<file path="config.mk">
export PLATFORM = sky130hd
export DESIGN_NAME = decimal_word_machine_core_flat
export DESIGN_NICKNAME = d
export VERILOG_FILES = /design/src/dwm_pkg.sv /design/src/dwm_cmd_if.sv /design/src/dwm_res_if.sv /design/src/decimal_word_machine_core.sv /design/src/dwm_store.sv /design/src/flat_wrapper.sv
export SDC_FILE = /design/constraint.sdc
export NUM_CORES = 2
export LEC_CHECK = 0
export BUFFER_PORTS_ARGS = -buffer_cell sky130_fd_sc_hd__buf_2
export CAP_MARGIN = 20
export CORE_ASPECT_RATIO = 1.1
export CORE_MARGIN = 2
export CORE_UTILIZATION = 35
export DETAILED_ROUTE_END_ITERATION = 6
export GPL_ROUTABILITY_DRIVEN = 0
export PLACE_DENSITY_LB_ADDON = 0.15
export SYNTH_ARGS = -nofsm -noshare
export SYNTH_HDL_FRONTEND = slang
export SYNTH_SLANG_ARGS = --single-unit
export TNS_END_PERCENT = 100
</file>
<file path="constraint.sdc">
create_clock -name clk -period 9.46 [get_ports clk]
set_input_delay 1.419 -clock clk [delete_from_list [all_inputs] [get_ports clk]]
set_output_delay 1.419 -clock clk [all_outputs]
set_load 0.01 [all_outputs]
</file>
<file path="src/dwm_pkg.sv">
// Package for the decimal word machine: sizes, status and mode codes,
// opcode characters and the memory request struct.
// No dependencies.
package dwm_pkg;

    localparam int MEM_WORDS   = 100;
    localparam int BLOCK_WORDS = 10;

    localparam int WORD_W = 32;
    localparam int MODE_W = 3;
    localparam int STAT_W = 3;
    localparam int BLK_W  = 4;
    localparam int ADDR_W = $clog2(MEM_WORDS);
    localparam int IC_W   = $clog2(MEM_WORDS + 1);

    typedef logic [STAT_W-1:0] status_t;
    localparam status_t ST_OK    = 3'd0;
    localparam status_t ST_NEED  = 3'd1;
    localparam status_t ST_PRINT = 3'd2;
    localparam status_t ST_HALT  = 3'd3;
    localparam status_t ST_END   = 3'd4;
    localparam status_t ST_BAD   = 3'd5;
    localparam status_t ST_FULL  = 3'd6;

    typedef logic [MODE_W-1:0] mode_t;
    localparam mode_t MODE_NEW   = 3'd0;
    localparam mode_t MODE_LOAD  = 3'd1;
    localparam mode_t MODE_START = 3'd2;
    localparam mode_t MODE_STEP  = 3'd3;
    localparam mode_t MODE_DATA  = 3'd4;

    localparam logic [7:0] CH_H = 8'h48;
    localparam logic [7:0] CH_G = 8'h47;
    localparam logic [7:0] CH_D = 8'h44;
    localparam logic [7:0] CH_P = 8'h50;
    localparam logic [7:0] CH_L = 8'h4C;
    localparam logic [7:0] CH_R = 8'h52;
    localparam logic [7:0] CH_S = 8'h53;
    localparam logic [7:0] CH_C = 8'h43;
    localparam logic [7:0] CH_B = 8'h42;
    localparam logic [7:0] CH_T = 8'h54;
    localparam logic [7:0] CH_0 = 8'h30;
    localparam logic [7:0] CH_9 = 8'h39;

    typedef struct packed {
        logic              clr;
        logic              rd_en;
        logic              wr_en;
        logic [ADDR_W-1:0] addr;
        logic [WORD_W-1:0] wdata;
    } mem_req_t;

endpackage

</file>
<file path="src/dwm_cmd_if.sv">
// Input channel of the decimal word machine: valid/ready plus mode and word.
// Depends on dwm_pkg.
interface dwm_cmd_if
    import dwm_pkg::*;
();
    logic              valid;
    logic              ready;
    logic [MODE_W-1:0] mode;
    logic [WORD_W-1:0] word;

    modport source (output valid, mode, word, input ready);
    modport sink   (input valid, mode, word, output ready);
endinterface

</file>
<file path="src/dwm_res_if.sv">
// Result channel of the decimal word machine: valid/ready plus result fields.
// Depends on dwm_pkg.
interface dwm_res_if
    import dwm_pkg::*;
();
    logic              valid;
    logic              ready;
    logic [STAT_W-1:0] status;
    logic [WORD_W-1:0] out_word;
    logic [BLK_W-1:0]  block;
    logic              last;

    modport source (output valid, status, out_word, block, last, input ready);
    modport sink   (input valid, status, out_word, block, last, output ready);
endinterface

</file>
<file path="src/decimal_word_machine_core.sv">
// Decimal word machine core: control sequencer around the word store.
// Depends on dwm_pkg, dwm_cmd_if, dwm_res_if and dwm_store.
//
// Usage:
//   cmd carries one item per transfer (mode, word); res returns result items
//   (status, out_word, block, last), last marking the final one of an item.
//   Every item gives one result, except a PD step which gives ten.
//   One item is worked on at a time. New job, load, start and data items
//   pass through S_EMIT to the result register; an execute step goes through
//   fetch read, decode and result, LR and CR add an operand read, and a
//   step answered without a fetch (waiting for data, counter past the end)
//   goes straight to the result. A PD step streams its ten words at one
//   per cycle from the store's single read port when the receiver keeps up.
//   A new item is taken while the previous result still waits in the output
//   register; a stall on res holds that register and stops the sequencer
//   before it produces the next result, with nothing lost.
//   New job clears the whole store through per-word valid bits.
//   After reset the store reads all zero, R is zero, the counter is zero
//   and the toggle is set; no clearing pass is needed.
module decimal_word_machine_core
    import dwm_pkg::*;
(
    input  logic        clk,
    input  logic        rst_n,
    dwm_cmd_if.sink     cmd,
    dwm_res_if.source   res
);

    typedef enum logic [4:0] {
        S_IDLE  = 5'b00001,
        S_FETCH = 5'b00010,
        S_OPER  = 5'b00100,
        S_PRINT = 5'b01000,
        S_EMIT  = 5'b10000
    } state_t;

    state_t            state_reg, state_next;
    logic [IC_W-1:0]   ic_reg, ic_next;
    logic [WORD_W-1:0] gr_reg, gr_next;
    logic              tog_reg, tog_next;
    logic              wait_reg, wait_next;
    logic [BLK_W-1:0]  dblk_reg, dblk_next;
    logic [BLK_W-1:0]  doff_reg, doff_next;
    logic              load_op_reg, load_op_next;
    logic [BLK_W-1:0]  prt_blk_reg, prt_blk_next;
    logic [BLK_W-1:0]  prt_cnt_reg, prt_cnt_next;
    status_t           rst_reg, rst_next;
    logic [BLK_W-1:0]  rblk_reg, rblk_next;

    logic              ov_reg, ov_next;
    status_t           ost_reg, ost_next;
    logic [WORD_W-1:0] ow_reg, ow_next;
    logic [BLK_W-1:0]  ob_reg, ob_next;
    logic              ol_reg, ol_next;

    mem_req_t          mreq;
    logic [WORD_W-1:0] rdata;
    logic              out_free;

    // decode of the fetched word
    logic [7:0]        op0, op1, d2, d3;
    logic              digits;
    logic [BLK_W-1:0]  op_blk;
    logic [7:0]        op_addr;
    logic [7:0]        op_end;

    function automatic logic [ADDR_W-1:0] block_base(input logic [BLK_W-1:0] b);
        return ADDR_W'(b * BLOCK_WORDS);
    endfunction

    dwm_store u_store (
        .clk   (clk),
        .rst_n (rst_n),
        .req   (mreq),
        .rdata (rdata)
    );

    assign out_free  = !ov_reg || res.ready;
    assign cmd.ready = (state_reg == S_IDLE);

    assign res.valid    = ov_reg;
    assign res.status   = ost_reg;
    assign res.out_word = ow_reg;
    assign res.block    = ob_reg;
    assign res.last     = ol_reg;

    assign op0     = rdata[31:24];
    assign op1     = rdata[23:16];
    assign d2      = rdata[15:8];
    assign d3      = rdata[7:0];
    assign digits  = (d2 >= CH_0) && (d2 <= CH_9) && (d3 >= CH_0) && (d3 <= CH_9);
    assign op_blk  = d2[3:0];
    assign op_addr = 8'(op_blk) * 8'(BLOCK_WORDS) + 8'(d3[3:0]);
    assign op_end  = 8'(op_blk) * 8'(BLOCK_WORDS) + 8'(BLOCK_WORDS);

    always_comb
    begin
        state_next   = state_reg;
        ic_next      = ic_reg;
        gr_next      = gr_reg;
        tog_next     = tog_reg;
        wait_next    = wait_reg;
        dblk_next    = dblk_reg;
        doff_next    = doff_reg;
        load_op_next = load_op_reg;
        prt_blk_next = prt_blk_reg;
        prt_cnt_next = prt_cnt_reg;
        rst_next     = rst_reg;
        rblk_next    = rblk_reg;

        ov_next  = ov_reg && !res.ready;
        ost_next = ost_reg;
        ow_next  = ow_reg;
        ob_next  = ob_reg;
        ol_next  = ol_reg;

        mreq = '0;

        unique case (state_reg)
            S_IDLE:
            begin
                if (cmd.valid)
                begin
                    rst_next   = ST_OK;
                    rblk_next  = '0;
                    state_next = S_EMIT;
                    case (cmd.mode)
                        MODE_NEW:
                        begin
                            mreq.clr  = 1'b1;
                            ic_next   = '0;
                            gr_next   = '0;
                            tog_next  = 1'b1;
                            wait_next = 1'b0;
                            dblk_next = '0;
                            doff_next = '0;
                        end
                        MODE_LOAD:
                        begin
                            if (ic_reg >= IC_W'(MEM_WORDS))
                            begin
                                rst_next = ST_FULL;
                            end
                            else
                            begin
                                mreq.wr_en = 1'b1;
                                mreq.addr  = ic_reg[ADDR_W-1:0];
                                mreq.wdata = cmd.word;
                                ic_next    = IC_W'(ic_reg + 1'b1);
                            end
                        end
                        MODE_START:
                        begin
                            ic_next   = '0;
                            wait_next = 1'b0;
                        end
                        MODE_STEP:
                        begin
                            if (wait_reg)
                            begin
                                rst_next  = ST_NEED;
                                rblk_next = dblk_reg;
                            end
                            else if (ic_reg >= IC_W'(MEM_WORDS))
                            begin
                                rst_next = ST_END;
                            end
                            else
                            begin
                                mreq.rd_en = 1'b1;
                                mreq.addr  = ic_reg[ADDR_W-1:0];
                                state_next = S_FETCH;
                            end
                        end
                        MODE_DATA:
                        begin
                            if (wait_reg)
                            begin
                                rblk_next = dblk_reg;
                                if (cmd.word[31:24] == 8'd0)
                                begin
                                    // empty word ends the card
                                    wait_next = 1'b0;
                                end
                                else
                                begin
                                    mreq.wr_en = 1'b1;
                                    mreq.addr  = block_base(dblk_reg) + ADDR_W'(doff_reg);
                                    mreq.wdata = cmd.word;
                                    if (doff_reg == BLK_W'(BLOCK_WORDS - 1))
                                    begin
                                        wait_next = 1'b0;
                                        doff_next = '0;
                                    end
                                    else
                                    begin
                                        doff_next = BLK_W'(doff_reg + 1'b1);
                                        rst_next  = ST_NEED;
                                    end
                                end
                            end
                        end
                        default:
                        begin
                        end
                    endcase
                end
            end

            S_FETCH:
            begin
                state_next = S_EMIT;
                rst_next   = ST_OK;
                rblk_next  = '0;
                if (op0 == 8'd0)
                begin
                    rst_next = ST_END;
                end
                else if (op0 == CH_H)
                begin
                    // counter stays on the halt word
                    rst_next = ST_HALT;
                end
                else
                begin
                    ic_next = IC_W'(ic_reg + 1'b1);
                    if (op1 == CH_D && (op0 == CH_G || op0 == CH_P))
                    begin
                        if (!digits || op_end > 8'(MEM_WORDS))
                        begin
                            rst_next = ST_BAD;
                        end
                        else if (op0 == CH_G)
                        begin
                            wait_next = 1'b1;
                            dblk_next = op_blk;
                            doff_next = '0;
                            rst_next  = ST_NEED;
                            rblk_next = op_blk;
                        end
                        else
                        begin
                            mreq.rd_en   = 1'b1;
                            mreq.addr    = block_base(op_blk);
                            prt_blk_next = op_blk;
                            prt_cnt_next = '0;
                            state_next   = S_PRINT;
                        end
                    end
                    else if (op1 == CH_R && (op0 == CH_L || op0 == CH_S || op0 == CH_C))
                    begin
                        if (!digits || op_addr >= 8'(MEM_WORDS))
                        begin
                            rst_next = ST_BAD;
                        end
                        else if (op0 == CH_S)
                        begin
                            mreq.wr_en = 1'b1;
                            mreq.addr  = op_addr[ADDR_W-1:0];
                            mreq.wdata = gr_reg;
                        end
                        else
                        begin
                            mreq.rd_en   = 1'b1;
                            mreq.addr    = op_addr[ADDR_W-1:0];
                            load_op_next = (op0 == CH_L);
                            state_next   = S_OPER;
                        end
                    end
                    else if (op0 == CH_B && op1 == CH_T)
                    begin
                        if (!digits || op_addr >= 8'(MEM_WORDS))
                        begin
                            rst_next = ST_BAD;
                        end
                        else if (tog_reg)
                        begin
                            ic_next = IC_W'(op_addr);
                        end
                    end
                end
            end

            S_OPER:
            begin
                if (load_op_reg)
                begin
                    gr_next = rdata;
                end
                else
                begin
                    tog_next = (rdata == gr_reg);
                end
                state_next = S_EMIT;
            end

            S_PRINT:
            begin
                // read data holds while the result register is blocked
                if (out_free)
                begin
                    ov_next  = 1'b1;
                    ost_next = ST_PRINT;
                    ow_next  = rdata;
                    ob_next  = prt_blk_reg;
                    ol_next  = (prt_cnt_reg == BLK_W'(BLOCK_WORDS - 1));
                    if (prt_cnt_reg == BLK_W'(BLOCK_WORDS - 1))
                    begin
                        state_next = S_IDLE;
                    end
                    else
                    begin
                        prt_cnt_next = BLK_W'(prt_cnt_reg + 1'b1);
                        mreq.rd_en   = 1'b1;
                        mreq.addr    = block_base(prt_blk_reg)
                                     + ADDR_W'(prt_cnt_reg) + ADDR_W'(1);
                    end
                end
            end

            S_EMIT:
            begin
                if (out_free)
                begin
                    ov_next    = 1'b1;
                    ost_next   = rst_reg;
                    ow_next    = '0;
                    ob_next    = rblk_reg;
                    ol_next    = 1'b1;
                    state_next = S_IDLE;
                end
            end

            default:
            begin
                state_next = S_IDLE;
            end
        endcase
    end

    always_ff @(posedge clk or negedge rst_n)
    begin
        if (!rst_n)
        begin
            state_reg <= S_IDLE;
            ic_reg    <= '0;
            gr_reg    <= '0;
            tog_reg   <= 1'b1;
            wait_reg  <= 1'b0;
            dblk_reg  <= '0;
            doff_reg  <= '0;
            ov_reg    <= 1'b0;
        end
        else
        begin
            state_reg <= state_next;
            ic_reg    <= ic_next;
            gr_reg    <= gr_next;
            tog_reg   <= tog_next;
            wait_reg  <= wait_next;
            dblk_reg  <= dblk_next;
            doff_reg  <= doff_next;
            ov_reg    <= ov_next;
        end
    end

    always_ff @(posedge clk)
    begin
        load_op_reg <= load_op_next;
        prt_blk_reg <= prt_blk_next;
        prt_cnt_reg <= prt_cnt_next;
        rst_reg     <= rst_next;
        rblk_reg    <= rblk_next;
        ost_reg     <= ost_next;
        ow_reg      <= ow_next;
        ob_reg      <= ob_next;
        ol_reg      <= ol_next;
    end

endmodule

</file>
<file path="src/dwm_store.sv">
// Word memory of the machine: one port, registered read, per-word valid bits
// so that a new job clears the whole store by dropping them.
// Depends on dwm_pkg.
module dwm_store
    import dwm_pkg::*;
(
    input  logic              clk,
    input  logic              rst_n,
    input  mem_req_t          req,
    output logic [WORD_W-1:0] rdata
);

    logic [WORD_W-1:0]    mem_array [MEM_WORDS];
    logic [MEM_WORDS-1:0] vld_reg;
    logic [WORD_W-1:0]    rd_reg;
    logic                 rd_vld_reg;

    always_ff @(posedge clk or negedge rst_n)
    begin
        if (!rst_n)
        begin
            vld_reg <= '0;
        end
        else if (req.clr)
        begin
            vld_reg <= '0;
        end
        else if (req.wr_en)
        begin
            vld_reg[req.addr] <= 1'b1;
        end
    end

    always_ff @(posedge clk)
    begin
        if (req.wr_en)
        begin
            mem_array[req.addr] <= req.wdata;
        end
        if (req.rd_en)
        begin
            rd_reg     <= mem_array[req.addr];
            rd_vld_reg <= vld_reg[req.addr];
        end
    end

    // a word never written since the last new job reads as zero
    assign rdata = rd_vld_reg ? rd_reg : '0;

endmodule

</file>
<file path="src/flat_wrapper.sv">
// flat-port wrapper written by rule: the top's interface ports become plain ports
module decimal_word_machine_core_flat import dwm_pkg::*;
  (clk, rst_n, cmd_valid, cmd_mode, cmd_word, cmd_ready, res_valid, res_status, res_out_word, res_block, res_last, res_ready);
  dwm_cmd_if cmd_i ();
  dwm_res_if res_i ();
  input  logic clk;
  input  logic rst_n;
  input wire logic [$bits(cmd_i.valid)-1:0] cmd_valid;
  input wire logic [$bits(cmd_i.mode)-1:0] cmd_mode;
  input wire logic [$bits(cmd_i.word)-1:0] cmd_word;
  output wire logic [$bits(cmd_i.ready)-1:0] cmd_ready;
  output wire logic [$bits(res_i.valid)-1:0] res_valid;
  output wire logic [$bits(res_i.status)-1:0] res_status;
  output wire logic [$bits(res_i.out_word)-1:0] res_out_word;
  output wire logic [$bits(res_i.block)-1:0] res_block;
  output wire logic [$bits(res_i.last)-1:0] res_last;
  input wire logic [$bits(res_i.ready)-1:0] res_ready;
  assign cmd_i.valid = cmd_valid;
  assign cmd_i.mode = cmd_mode;
  assign cmd_i.word = cmd_word;
  assign cmd_ready = cmd_i.ready;
  assign res_valid = res_i.valid;
  assign res_status = res_i.status;
  assign res_out_word = res_i.out_word;
  assign res_block = res_i.block;
  assign res_last = res_i.last;
  assign res_i.ready = res_ready;
  decimal_word_machine_core u_core (.clk(clk), .rst_n(rst_n), .cmd(cmd_i), .res(res_i));
endmodule
</file>
==> run_results.csv <==
group,metric,value,unit
logic_synthesis,syn-cell-area,136000,um^2
flow_run,cap_violations,0,
placed_design,io_buffers,80,
cts,path_clk_slew,60,ps
setup_path,crit_fanout,36,
grt,antenna_found_initial,61,
logic_synthesis,synth_top_family_by_area,"compound AO/OA/AOI/OAI gates",
floorplan,initial_core_util,35.1,%
logic_synthesis,syn_inst,9369,
placed_design,dp_slack,1090,ps
placed_design,place_hpwl,368,mm
timing,worst_slack,1440,ps
timing,hold_viol,0,
timing,rsz0062_at_grt,"no",
finish,fin_cells,15200,
logic_synthesis,syn_nets,9436,
cts,clock_latency,1010,ps
setup_path,worst_ep_arrival_time,8900,ps
cts,clockBufferDepth,4,
finish,area_growth,15.6,%
timing,max_slew_margin,8.29,%
drt,drc,0,
cts,post_cts_resized,0,
drt,first_pass_iters,6,
cts,cts_setup_buffers,0,
setup_path,r2r_setup_slack,1440,ps
floorplan,coreArea,388000,um^2
logic_synthesis,synth-compound-area-share,10.8,%
cts,numCtsBuffers,368,
floorplan,dieArea,394000,um^2
logic_synthesis,synth_top_area_share,72.5,%
setup_path,cp-start-kind,"register",
cts,root_buffer,"clkbuf_16",
grt,grt_pass1_wl,797,mm
placed_design,dpl_cell_area,146000,um^2
logic_synthesis,synth.distinct_cells,105,
pwr,power.static_leakage,52.8,nW
setup_path,regToRegEndpoint,"u_core.u_store.rd_reg[12]",
setup_path,endpoint_kind,"register",
logic_synthesis,yosys_warnings,0,
placed_design,place_inst,14500,
timing,period_share,84.8,%
finish,nFillCells,35800,
cts,cts.sinks,3444,
floorplan,die_x,599,um
cts,cts_tree,"done",
grt,track_usage,29.7,%
timing,max_freq,0.125,GHz
finish,multiInputGateArea,31600,um^2
setup_path,ff2ff_path_depth,18,
cts,cts_hold_buf,0,
logic_synthesis,synthAdderAreaFrac,0.279,%
logic_synthesis,ys_seq_area_share,75.4,%
logic_synthesis,synth.most_common_cell,"edfxtp_1",
setup_path,r2r-start,"u_core.u_store.rd_reg[10]",
logic_synthesis,muxShareOfSynthArea,1.66,%
drt,vias,92500,
logic_synthesis,synth_common_cells,"edfxtp_1 (3,289), nand2_1 (1,661), nand3_1 (619), a21oi_1 (510), a22oi_1 (394)",
finish,stdcell_area,157000,um^2
finish,seqCellArea,103000,um^2
floorplan,placementRows,240,
drt,dr.first_iter.drc_count,15600,
logic_synthesis,synth_area_leaders,"edfxtp_1 (73%), nand2_1 (4.6%), dfrtp_1 (2.8%)",
logic_synthesis,postSynthRegisterBits,3444,
grt,grt-ovfl-total,0,
drt,via_per_inst,6.09,
logic_synthesis,yosys.area_share.simple,9.18,%
floorplan,die_h,658,um
timing,slew_viol_final,0,
finish,largest_reg_flops,3200,
finish,layout-drive-gt1-share,13.5,%
timing,final.min_clock_period,8020,ps
drt,routed_wirelength,602,mm
pwr,irDropWorstVdd,146,uV
logic_synthesis,synth_ff_type,"edfxtp_1",
timing,setup_tns,0,ps
logic_synthesis,synth_xor_area_share,0.256,%
timing,setup_viol,0,
logic_synthesis,synth_top_area_cell,"edfxtp_1",
finish,fin_util,40.6,%
grt,grt_pass1_vias,86500,
logic_synthesis,ys_async_sr_fraction,4.50,%
min_path,hold_path.class,"in2async",
timing,tightest_slew,1380,ps
setup_path,critPathKind,"reg2reg",
pwr,powerDensity,207,nW/um^2
logic_synthesis,synth_area_per_cell,14.5,um^2
status,status,"complete, no violations",
finish,final_nets,9729,
logic_synthesis,synth_edf_count,3289,
drt,post_drt_wl_per_cell,39.6,um
timing,finClkSkew,67.4,ps
setup_path,worstPathRequired,10330,ps
cts,htree_num_levels,5,
drt,drtAntennaViolNets,0,
grt,grt_max_degree,135,
floorplan,pin_count,81,
==> layer usage <==
| layer | vias to the layer above | track usage [%] | part of all wire (%) |
|---|---|---|---|
| met1 | 48200 | 38.0 | 37 |
| met5 | - | 0 | 0.0066 |
| li1 | 37000 | - | - |
| met4 | 6 | 18.2 | 7.1 |
| met3 | 1239 | 6.93 | 11 |
| met2 | 6116 | 45.8 | 45 |
==> worst max-delay path by stage <==
stage	slack (ps)	endpoint	cells past startpoint	from
after floorplan	1810	u_core.u_store.mem_array[45][0]	22	u_core.u_store.rd_vld_reg
after global placement	1140	u_core.u_store.rd_reg[26]	14	cmd_mode[1]
after detailed placement	1090	u_core.u_store.rd_reg[9]	16	u_core.u_store.rd_vld_reg
after CTS	1050	u_core.u_store.rd_reg[9]	16	u_core.u_store.rd_vld_reg
after global routing	1420	u_core.u_store.rd_reg[9]	18	u_core.u_store.rd_vld_reg
final	1440	u_core.u_store.rd_reg[12]	18	u_core.u_store.rd_reg[10]
==> layout by cell type (no fill, tap or decap), types with 63 or more instances in the layout <==
cell type	n
buf_4	405
a22oi_1	393
nor2_4	100
o21ai_0	224
nor2_1	112
edfxtp_1	3289
and3_1	104
clkinv_2	70
a211oi_1	102
o21a_1	103
clkbuf_1	83
clkbuf_16	374
clkinv_1	82
mux2i_1	178
a31oi_1	155
buf_2	81
a221oi_1	124
dfrtp_1	153
nand4_1	63
nand3_1	615
nand2_1	1658
a21oi_1	505
==> area by class of cell <==
cell class | count | area share, %
diodes | 34 | 0.0540
clock buffers | 463 | 6.20
clock inverters | 210 | 1.20
inverters | 31 | 0.0739
multi-input cells | 5262 | 20.1
flip-flops and latches | 3444 | 65.2
well taps | 5203 | 4.14
repair buffers | 555 | 3.03
==> worst max-delay path, stage by stage (launching register included) <==
cell,delay (ps)
edfxtp_1,670
xor2_1,240
nand2_1,130
inv_1,50
ha_1,380
and4_4,260
a211oi_1,390
nand2_1,200
o311ai_1,580
nor2_1,300
a31oi_4,340
buf_4,700
nand3_4,160
buf_4,360
nor2_1,1140
nand3_1,730
nand3_1,520
or3_1,360
a211o_1,180
==> cells by family after synthesis <==
group | after synthesis
simple gates | 2842
compound gates | 2132
mux | 221
buf+inv | 663
fa+ha+maj | 28
flops | 3444
xor+xnor | 39
==> report_power, final <==
group | internal [mW] | switching [mW] | leakage, nW
sequential | 16.8 | 0.108 | 33.1
combinational | 0.324 | 1.13 | 14.1
clock | 8.05 | 6.25 | 5.70
total | 25.2 | 7.49 | 52.8
==> stage by stage <==
step / power [mW] / hold slack [ps]
after global routing: 33.3 / 434
after global placement: 18.6 / 468
final: 32.6 / 421
after CTS: 32.7 / 421
after detailed placement: 18.6 / 476
after floorplan: 17.8 / 456
No activity file was read; power rests on OpenSTA's default activity.
